<file path="src/rtl/core/stereo_echo_mixer_assert.svh">
// assertion macros used by smix_back
`ifndef STEREO_ECHO_MIXER_ASSERT_SVH
`define STEREO_ECHO_MIXER_ASSERT_SVH

// clocked check, quiet while reset is asserted
`define SMIX_ASSERT(lbl, prop, msg) \
  lbl: assert property (@(posedge clk_i) disable iff (!rst_ni) (prop)) else $error(msg);

// clocked check that also holds during reset
`define SMIX_ASSERT_RST(lbl, prop, msg) \
  lbl: assert property (@(posedge clk_i) (prop)) else $error(msg);

`endif

</file>
<file path="src/rtl/core/smix_pkg.sv">
`default_nettype none

package smix_pkg;

  localparam int SAMPLE_W  = 16;
  localparam int GAIN_W    = 16;
  localparam int GAIN_FRAC = 12;

  localparam logic [15:0] DELAY_RESET = 16'd1;
  localparam logic [15:0] GAIN_RESET  = 16'd4096;

  // frame queue between front and back
  localparam int Q_DEPTH = 4;
  localparam int Q_AW    = 2;

  // configuration register indexes
  typedef enum logic {
    CFG_ECHO_DELAY = 1'b0,
    CFG_ECHO_GAIN  = 1'b1
  } cfg_idx_e;

  // where the echo term of a frame comes from
  typedef enum logic [1:0] {
    MIX_NONE = 2'b00,
    MIX_SELF = 2'b01,
    MIX_LINE = 2'b10
  } mix_cls_e;

  typedef struct packed {
    logic signed [SAMPLE_W-1:0] left;
    logic signed [SAMPLE_W-1:0] right;
    mix_cls_e                   cls;
  } q_entry_t;

  typedef struct packed {
    logic full;
    logic not_empty;
  } q_status_t;

endpackage

`default_nettype wire

</file>
<file path="src/rtl/core/smix_fifo.sv">
`default_nettype none

module smix_fifo (
  input  logic                clk_i,
  input  logic                rst_ni,
  input  logic                push_i,
  input  smix_pkg::q_entry_t  entry_i,
  input  logic                pop_i,
  output smix_pkg::q_status_t stat_o,
  output smix_pkg::q_entry_t  entry_o
);
  import smix_pkg::*;

  q_entry_t        slot_q [Q_DEPTH];
  logic [Q_AW-1:0] wr_ptr_q, rd_ptr_q;
  logic [Q_AW:0]   count_q;

  assign stat_o.full      = (count_q == (Q_AW+1)'(Q_DEPTH));
  assign stat_o.not_empty = (count_q != '0);
  assign entry_o          = slot_q[rd_ptr_q];

  // pointers and fill level
  always_ff @(posedge clk_i or negedge rst_ni) begin
    if (!rst_ni) begin
      wr_ptr_q <= '0;
      rd_ptr_q <= '0;
      count_q  <= '0;
    end else begin
      if (push_i) begin
        wr_ptr_q <= wr_ptr_q + Q_AW'(1);
      end
      if (pop_i) begin
        rd_ptr_q <= rd_ptr_q + Q_AW'(1);
      end
      if (push_i && !pop_i) begin
        count_q <= count_q + (Q_AW+1)'(1);
      end else if (!push_i && pop_i) begin
        count_q <= count_q - (Q_AW+1)'(1);
      end
    end
  end

  // queue storage
  always_ff @(posedge clk_i) begin
    if (push_i) begin
      slot_q[wr_ptr_q] <= entry_i;
    end
  end

endmodule

`default_nettype wire

</file>
<file path="config.mk">
export PLATFORM = sky130hd
export DESIGN_NAME = smix_fifo
export DESIGN_NICKNAME = d
export VERILOG_FILES = /design/src/rtl/core/stereo_echo_mixer_assert.svh /design/src/rtl/core/smix_pkg.sv /design/src/rtl/core/smix_fifo.sv
export SDC_FILE = /design/constraint.sdc
export NUM_CORES = 1
export LEC_CHECK = 0
export BUFFER_PORTS_ARGS = -buffer_cell sky130_fd_sc_hd__buf_2
export CAP_MARGIN = 40
export CORE_MARGIN = 2
export CORE_UTILIZATION = 50
export CTS_CLUSTER_SIZE = 30
export DETAILED_ROUTE_END_ITERATION = 8
export GPL_ROUTABILITY_DRIVEN = 0
export GPL_TIMING_DRIVEN = 0
export PLACE_DENSITY = 0.67
export SETUP_SLACK_MARGIN = 0.1
export SLEW_MARGIN = 20
export SYNTH_ARGS = -nofsm -noshare
export SYNTH_HDL_FRONTEND = slang
export SYNTH_SLANG_ARGS = --single-unit
</file>
<file path="constraint.sdc">
create_clock -name clk_i -period 2.05 [get_ports clk_i]
set_input_delay 0.205 -clock clk_i [delete_from_list [all_inputs] [get_ports clk_i]]
set_output_delay 0.205 -clock clk_i [all_outputs]
set_load 0.01 [all_outputs]
</file>
==> results of run 1 <==
worst max-delay path by stage:
| stage | from | to | slack [ns] | cells after the start |
|---|---|---|---|---|
| 2_1_floorplan | wr_ptr_q[0] | slot_q[2][0] | 0.21 | 3 |
| 3_3_place_gp | wr_ptr_q[0] | slot_q[0][4] | -0.45 | 3 |
| 3_5_place_dp | wr_ptr_q[1] | slot_q[1][4] | 0.36 | 4 |
| 4_1_cts | rd_ptr_q[0] | entry_o[9] | -0.05 | 4 |
| 5_1_grt | rd_ptr_q[0] | entry_o[6] | -0.09 | 4 |
| 6_report | rd_ptr_q[0] | entry_o[21] | -0.03 | 4 |
area by class of cell:
class | instances | area share (%)
Inverter | 4 | 0.206
Multi-Input combinational cell | 57 | 13.3
Sequential cell | 143 | 58.3
Clock buffer | 17 | 5.67
Buffer | 8 | 1.47
Tap cell | 136 | 2.33
Clock inverter | 13 | 2.60
Timing Repair Buffer | 122 | 16.1
worst reg2reg max path, cell delays in order, from the launching register on:
cell and delay [ns]:
dfrtp_1 0.40, inv_1 0.10, ha_1 0.14, and2_2 0.51, buf_16 0.23
logic make-up after synthesis:
family / count (synthesis)
mux: 35
fa+ha+maj: 6
xor+xnor: 6
buf+inv: 12
flops: 143
simple gates: 9
compound gates: 1
what timing repair did:
item,4_1_cts,5_1_grt
hold buffers,37,0
gates resized for setup,23,20
hold endpoints to repair,147,0
setup endpoints to repair,34,34
buffers inserted,3,1
cloned,0,4
placed cells by master (no fill, tap or decap), types with 3 or more instances in the layout:
cell	count
buf_4	5
buf_12	7
and2_2	4
clkinvlp_4	4
buf_2	45
clkbuf_16	20
edfxtp_1	136
ha_1	5
dlygate4sd3_1	37
dfrtp_1	6
buf_6	29
inv_1	4
bufinv_16	4
xor2_1	4
buf_16	3
mux4_2	34
power by group through the flow:
stage               registers, mW  logic (mW)  clock network [mW]
finish                       4.01        3.69                3.10
detailed placement           4.05        2.82                   0
floorplan                    4.01        1.81                   0
global route                 4.06        3.97                3.28
global placement             4.05        2.65                   0
CTS                          4.00        3.27                3.15
registers in the layout, summed over array words and instances (netlist names):
name      flops
slot_q      136
count_q       3
rd_ptr_q      2
wr_ptr_q      2
layer usage:
layer | GRT usage, % | share of wire (%) | up-vias
met3 | 5.63 | 4.6 | 11
li1 | - | - | 1169
met2 | 28.3 | 51 | 67
met4 | 6.32 | 0.98 | 0
met1 | 22.6 | 44 | 1332
met5 | 0 | 0 | -
metrics by stage:
step	hold WS, ns	cell area [µm²]	worst slack [ns]
floorplan	-0.0906	5360	0.206
finish	0.0494	7300	-0.0281
global placement	0.0465	5890	-0.447
global route	0.0632	7300	-0.0935
detailed placement	0.0545	6000	0.355
CTS	0.0353	7100	-0.0544
==> summary.md, run 1 <==
| Metric | Value |
|---|---|
| Post-synthesis adder-cell area fraction | `1.54%` |
| Root Buffer Master | `clkbuf_8` |
| Sequential Power Share | `37.1%` |
| Initial antenna violation count | `0` |
| Slowest stage delay, CP | `0.52 ns` |
| Comb power frac | `34.2%` |
| CP Class | `reg -> out` |
| Area of the multi-input gates | `972 µm²` |
| Max Fclk | `0.481 GHz` |
| Area delta synth->final | `36.4%` |
| Sw Pwr | `2.84 mW` |
| First-pass GRT wire length | `14500 µm` |
| Iteration-0 DRC Markers | `140` |
| Reg-to-Reg End | `slot_q[1][14]` |
| Largest family of logic cells by synthesized area | `multiplexers` |
| Seq cells post-synth | `143` |
| Yosys warnings | `0` |
| Total iterations of the first detailed-routing run | `4` |
| Mapped Cells | `212` |
| Leak | `2.62 nW` |
| Setup violations, final | `16` |
| Die area | `0.0116 mm²` |
| H-tree levels | `4` |
| Synth top area share | `76.3%` |
| Internal power | `7.95 mW` |
| Max Clock Skew | `0.0134 ns` |
| R2r setup slk | `0.36 ns` |
| Worst-Margin Slew | `0.569 ns` |
| Worst-case clock buffer depth | `2` |
| Synth Area in Compound Gates | `0.0935%` |
| Placed cells | `425` |
| Critical Path Sink Type | `primary output` |
| Crit-path cells | `buf_12, clkbuf_16, mux4_2, buf_6` |
| Port Buffers | `73` |
| Mapped Avg Cell Area | `25.3 µm²` |
| Crit path max-delay family | `multiplexers` |
| Finished Core Util | `70.4%` |
| Max_slew headroom | `62.0%` |
| Mapped cell area | `0.00536 mm²` |
| Post-route ant nets | `0` |
| Slew Viols, Final | `0` |
| Worst EP required | `1.85 ns` |
| Register area share after synthesis | `79.5%` |
| Synth Net Count | `256` |
| Initial Util | `51.6%` |
| Standard-cell rows | `37` |
| CP max FO | `5` |
| Status | `complete, but fails checks` |
| Fillers | `650` |
| Diode count | `0` |
| Mux cell area share after synthesis | `14.9%` |
| Fin worst setup slack | `-0.0281 ns` |
| Number of max-cap violations | `0` |
| Fin cells | `500` |
| Vias/cell | `5.16` |
| Hpwl dp | `5340 µm` |
| Global route overflow | `0` |
| Die height | `107 µm` |
| Failing checks | `negative setup slack` |
| Most frequent cell after synthesis | `edfxtp_1` |
| Final Net Count | `397` |
| Reg area | `0.00426 mm²` |
| RSZ-0062 raised after global routing | `yes` |
| Slowest cell on crit path | `mux4_2` |
| Min Tclk post-route | `2.08 ns` |
| Worst Path Arrival | `1.87 ns` |
| Worst Path Buf+Inv | `3` |
| Core Area | `0.0104 mm²` |
| Reg-to-reg critical path startpoint | `wr_ptr_q[1]` |
| Largest net degree at the start of global routing | `22` |
| Clk_lat worst skew | `0.51 ns` |
| Vias in the first global route | `2817` |
| Global-route usage over all layers | `17.5%` |
| Overall Power | `10.8 mW` |
| Residual DRC | `0` |
| Clock network fraction of design power | `28.7%` |
| CTS clk-pin slew, worst paths | `0.06 ns` |
| Async S/R FF share, synth | `4.90%` |
| Synth Area in Simple Gates | `0.935%` |
| Top post-synthesis cells by count | `edfxtp_1, mux4_2, dfrtp_1` |
| CTS Buf Count | `17` |
| CTS tree | `yes` |
| Total clock sinks | `143` |
| Vias | `2579` |
| Layout cell share with drive strength beyond 1 | `44.8%` |
| Sw Ratio | `26.3%` |
| Io pins | `74` |
| Netlist cell types | `19` |
| Tcrit/Tclk final | `101%` |
| Worst Reg2Reg Path Length in Cells | `4` |
| Post-synthesis xor/xnor area fraction | `0.981%` |
| Post-synth top flop | `edfxtp_1` |
| Die Wd | `107 µm` |
| Routed len/inst | `18.6 µm` |
| Setup TNS | `-0.171 ns` |
| Peak VDD IR | `0.812 mV` |
| Detailed Route WL | `9320 µm` |
| Final hold vios | `0` |
| HP Class | `in -> async` |
| Post-synth EDFFs | `136` |
| Crit start category | `register` |
| Largest cells by area after synthesis | `edfxtp_1, mux4_2, dfrtp_1` |
| PD cells | `1480 mW/mm²` |
| Largest area contributor in the netlist | `edfxtp_1` |
Power figures use the tool's default switching activity.
==> run 2, diff against run 1 <==
Settings changed: GPL_TIMING_DRIVEN 0 to 1.
==> summary.md, run 2 (synthesis results as in run 1) <==
| Metric | Value |
|---|---|
| Residual DRC | `0` |
| Worst-case clock buffer depth | `2` |
| Initial antenna violation count | `0` |
| Crit start category | `register` |
| First-pass GRT wire length | `15000 µm` |
| Layout cell share with drive strength beyond 1 | `43.8%` |
| Crit path max-delay family | `multiplexers` |
| Internal power | `7.73 mW` |
| Fin worst setup slack | `-0.0309 ns` |
| CTS Buf Count | `17` |
| Slew Viols, Final | `0` |
| Worst Path Buf+Inv | `3` |
| Sw Ratio | `26.6%` |
| Total clock sinks | `143` |
| Overall Power | `10.5 mW` |
| Vias | `2606` |
| Hpwl dp | `5670 µm` |
| Die height | `107 µm` |
| R2r setup slk | `0.51 ns` |
| Slowest cell on crit path | `mux4_2` |
| Area delta synth->final | `34.7%` |
| Area of the multi-input gates | `987 µm²` |
| H-tree levels | `4` |
| Tcrit/Tclk final | `102%` |
| Global-route usage over all layers | `18.2%` |
| Critical Path Sink Type | `primary output` |
| Die Wd | `107 µm` |
| CP Class | `reg -> out` |
| Clock network fraction of design power | `29.4%` |
| Vias in the first global route | `2777` |
| Failing checks | `negative setup slack` |
| Sequential Power Share | `38.2%` |
| Reg area | `0.00426 mm²` |
| Io pins | `74` |
| Largest net degree at the start of global routing | `28` |
| Final hold vios | `0` |
| Status | `complete, but fails checks` |
| Global route overflow | `0` |
| Vias/cell | `5.20` |
| Setup violations, final | `16` |
| Worst slack at placement | `0.333 ns` |
| Worst EP required | `1.85 ns` |
| Root Buffer Master | `clkbuf_8` |
| Final Net Count | `396` |
| Max Clock Skew | `0.00886 ns` |
| Clk_lat worst skew | `0.51 ns` |
| Commonest cells after routing, fill and taps aside | `edfxtp_1, buf_2, dlygate4sd3_1` |
| Initial Util | `51.6%` |
| Die area | `0.0116 mm²` |
| Iteration-0 DRC Markers | `161` |
| Standard-cell rows | `37` |
| Biggest regs | `slot_q (136), count_q (3)` |
| Max Fclk | `0.481 GHz` |
| Min Tclk post-route | `2.08 ns` |
| CTS tree | `yes` |
| Post-route ant nets | `0` |
| Most common cell after layout, fill and taps aside | `edfxtp_1` |
| Worst Path Arrival | `1.88 ns` |
| Core Area | `0.0104 mm²` |
| Worst-Margin Slew | `0.355 ns` |
| Slowest stage delay, CP | `0.51 ns` |
| Fillers | `687` |
| Sw Pwr | `2.79 mW` |
| Finished Core Util | `69.6%` |
| Diode count | `0` |
| RSZ-0062 raised after global routing | `yes` |
| PD cells | `1460 mW/mm²` |
| Detailed Route WL | `9640 µm` |
| Setup TNS | `-0.230 ns` |
| CTS clk-pin slew, worst paths | `0.06 ns` |
| CP max FO | `8` |
| Comb power frac | `32.4%` |
| HP Class | `in -> async` |
| Leak | `2.60 nW` |
| Crit-path cells | `buf_12, clkbuf_16, mux4_2, buf_6` |
| Largest Register | `slot_q` |
| Number of max-cap violations | `0` |
| Largest register FFs | `136` |
| Max_slew headroom | `76.3%` |
| Total iterations of the first detailed-routing run | `4` |
| Port Buffers | `73` |
| Routed len/inst | `19.2 µm` |
| Peak VDD IR | `0.686 mV` |
==> run 2: cell count changes in the layout (fill, tap and decap cells not counted), moves of 3 or more <==
cell and change:
clkinv_2 +3, buf_16 -3, mux4_1 +4, buf_2 +6
buf_6 -6, mux4_2 -4
==> run 2: path summary, 6_finish.rpt <==
kind | cells past startpoint | from | end
max | 4 | rd_ptr_q[0] | entry_o[11]
max in group asynchronous | 2 | rst_ni | rd_ptr_q[1]
min reg2reg | 1 | count_q[2] | count_q[2]
min in group clk_i | 2 | entry_i[33] | slot_q[0][33]
min | 2 | rst_ni | count_q[0]
max reg2reg | 4 | wr_ptr_q[0] | slot_q[2][24]
==> run 2: layer usage <==
layer / wire, µm / track usage [%] / up-vias / part of all wire [%]
li1: - / - / 1184 / -
met1: 4030 / 24.2 / 1333 / 42
met2: 5010 / 28.8 / 83 / 52
met3: 527 / 5.33 / 6 / 5.5
met4: 75 / 6.59 / 0 / 0.78
met5: 0 / 0 / - / 0
==> run 2: layout make-up <==
type / count / share of cell area [%]
Inverter: 4 / 0.208
Timing Repair Buffer: 129 / 16.3
Clock buffer: 18 / 5.79
Tap cell: 136 / 2.36
Clock inverter: 14 / 2.62
Sequential cell: 143 / 59.1
Multi-Input combinational cell: 57 / 13.7
==> run 2: power groups by stage <==
stage	Sequential, mW	Clock, mW	Combinational, mW
finish	4.02	3.09	3.41
global route	4.07	3.28	3.68
CTS	4.03	3.15	3.03
detailed placement	4.14	0	2.67
global placement	4.11	0	2.65
floorplan	4.01	0	1.81
==> run 2: repair_timing <==
action / CTS / global route
resized for setup: 10 / 18
hold buffers: 37 / 0
endpoints found under the hold margin: 146 / 0
pin swaps: 0 / 0
endpoints found under the setup margin: 34 / 34
cloned: 0 / 2
buffers inserted: 4 / 3
==> run 2: through the flow <==
| step | cells | hold slack (ns) | instance area, µm² |
|---|---|---|---|
| 2_1_floorplan | 212 | -0.0906 | 5360 |
| 3_3_place_gp | 423 | 0.0566 | 5980 |
| 3_5_place_dp | 423 | 0.0574 | 5980 |
| 4_1_cts | 496 | 0.0398 | 7040 |
| 5_1_grt | 501 | 0.0395 | 7220 |
| 6_report | 501 | 0.0575 | 7220 |
==> run 3, diff against run 2 <==
--- a/config.mk
+++ b/config.mk
@@ -16,2 +16,3 @@
 export PLACE_DENSITY = 0.67
+export RECOVER_POWER = 100
 export SETUP_SLACK_MARGIN = 0.1
--- a/constraint.sdc
+++ b/constraint.sdc
@@ -3,2 +3,2 @@
 set_output_delay 0.205 -clock clk_i [all_outputs]
-set_load 0.01 [all_outputs]
+set_load 0.005 [all_outputs]
==> summary.md, run 3 (synthesis results as in run 1) <==
| Metric | Value |
|---|---|
| Status | `finished, final reports clean` |
| Worst slack at placement | `0.316 ns` |
| Worst-Margin Slew | `0.969 ns` |
| Max_slew headroom | `35.3%` |
| Slew Viols, Final | `0` |
| Most common cell after layout, fill and taps aside | `edfxtp_1` |
| Final hold slack | `0.134 ns` |
| Core Area | `0.0104 mm²` |
| RSZ-0062 raised after global routing | `yes` |
| Fillers | `742` |
| Final Net Count | `390` |
| Die height | `107 µm` |
| Fin worst setup slack | `0.000273 ns` |
| Area delta synth->final | `28.3%` |
| Crit start category | `register` |
| Largest net degree at the start of global routing | `27` |
| Routed len/inst | `18.8 µm` |
| Global-route usage over all layers | `17.9%` |
| CTS Buf Count | `17` |
| Biggest regs | `slot_q (136), count_q (3)` |
| CTS clk-pin slew, worst paths | `0.06 ns` |
| Die Wd | `107 µm` |
| Finished Core Util | `66.3%` |
| CTS tree | `yes` |
| Iteration-0 DRC Markers | `122` |
| Setup TNS | `0 ns` |
| Largest Register | `slot_q` |
| Hpwl dp | `5600 µm` |
| Total iterations of the first detailed-routing run | `4` |
| Vias in the first global route | `2730` |
| Clk_lat worst skew | `0.52 ns` |
| Internal power | `7.14 mW` |
| Post-route ant nets | `0` |
| Sequential Power Share | `41.9%` |
| Layout cell share with drive strength beyond 1 | `29.8%` |
| Vias/cell | `5.18` |
| Critical Path Sink Type | `primary output` |
| Peak VDD IR | `0.724 mV` |
| Overall Power | `9.60 mW` |
| Number of max-cap violations | `0` |
| PD cells | `1400 mW/mm²` |
| Min Tclk post-route | `2.05 ns` |
| Largest register FFs | `136` |
| Sw Ratio | `25.6%` |
| Detailed Route WL | `9320 µm` |
| Final hold vios | `0` |
| Total clock sinks | `143` |
| Comb power frac | `26.3%` |
| Residual DRC | `0` |
| Global route overflow | `0` |
| Initial Util | `51.6%` |
| Sw Pwr | `2.45 mW` |
| Tcrit/Tclk final | `100%` |
| Standard-cell rows | `37` |
| Diode count | `0` |
| Root Buffer Master | `clkbuf_8` |
| Commonest cells after routing, fill and taps aside | `edfxtp_1, clkbuf_1, dlygate4sd3_1` |
| Initial antenna violation count | `0` |
| H-tree levels | `4` |
| First-pass GRT wire length | `14600 µm` |
| Setup violations, final | `0` |
| Worst EP required | `1.85 ns` |
| Worst-case clock buffer depth | `2` |
| Max Fclk | `0.488 GHz` |
| Clock network fraction of design power | `31.8%` |
| Max Clock Skew | `0.00463 ns` |
| CP max FO | `17` |
| Worst Path Arrival | `1.84 ns` |
| HP Class | `in -> async` |
| Die area | `0.0116 mm²` |
| Io pins | `74` |
| CP Class | `reg -> out` |
| Port Buffers | `73` |
| Leak | `2.38 nW` |
| Vias | `2565` |
[run 3: cell types whose count changed in the layout (fill, tap and decap cells not counted), sizes merged]
cell / previous run / this run
buf: 90 / 45
clkbuf: 20 / 61
inv: 6 / 4
clkinv: 5 / 6
clkinvlp: 3 / 2
[run 3: final cells by class]
class | instances | area (µm²) | area share (%)
clock inverter | 12 | 168 | 2.44
sequential | 143 | 4260 | 62.0
clock buffer | 20 | 425 | 6.19
inverter | 4 | 15.0 | 0.219
tap | 136 | 170 | 2.48
multi-input combinational | 57 | 987 | 14.4
timing repair buffer | 123 | 843 | 12.3
[run 3: critical path, cell delays in order (launching register included)]
cell and delay [ns]:
dfrtp_2 0.44, buf_12 0.20, mux4_2 0.54, buf_2 0.15
[run 3: power by group through the flow]
stage	logic (mW)	registers, mW	clock network (mW)
2_1_floorplan	1.62	4.01	0
3_3_place_gp	2.45	4.07	0
3_5_place_dp	2.47	4.11	0
4_1_cts	2.61	4.02	3.11
5_1_grt	2.76	4.07	3.23
6_report	2.52	4.02	3.06
[run 3: path summary, 6_finish.rpt]
path	start	to	slack (ns)	cells after the start
min in group clk_i	entry_i[29]	slot_q[1][29]	0.47	2
worst min register to register	count_q[2]	count_q[2]	0.48	1
worst max register to register	wr_ptr_q[1]	slot_q[1][3]	0.11	4
worst max-delay path	rd_ptr_q[0]	entry_o[9]	0.0003	3
worst min-delay path	rst_ni	count_q[0]	0.13	2
max in group asynchronous	rst_ni	rd_ptr_q[1]	1.59	2
[run 3: stage by stage]
stage	std cells	instance area (µm²)
floorplan	212	5360
global placement	424	5950
detailed placement	424	5950
CTS	495	6930
global route	495	6870
finish	495	6870
[run 3: what timing repair did]
action,CTS,global route
gates resized for setup,2,2
buffers inserted,2,0
endpoints found under the setup margin,34,34
endpoints found under the hold margin,146,0
gates cloned,0,0
hold buffers,37,0
[run 3: per-layer routing]
layer / share of wire, % / global-route usage [%]
met5: 0 / 0
met4: 1.7 / 7.88
met2: 51 / 28.9
met1: 43 / 22.4
met3: 4.0 / 5.69
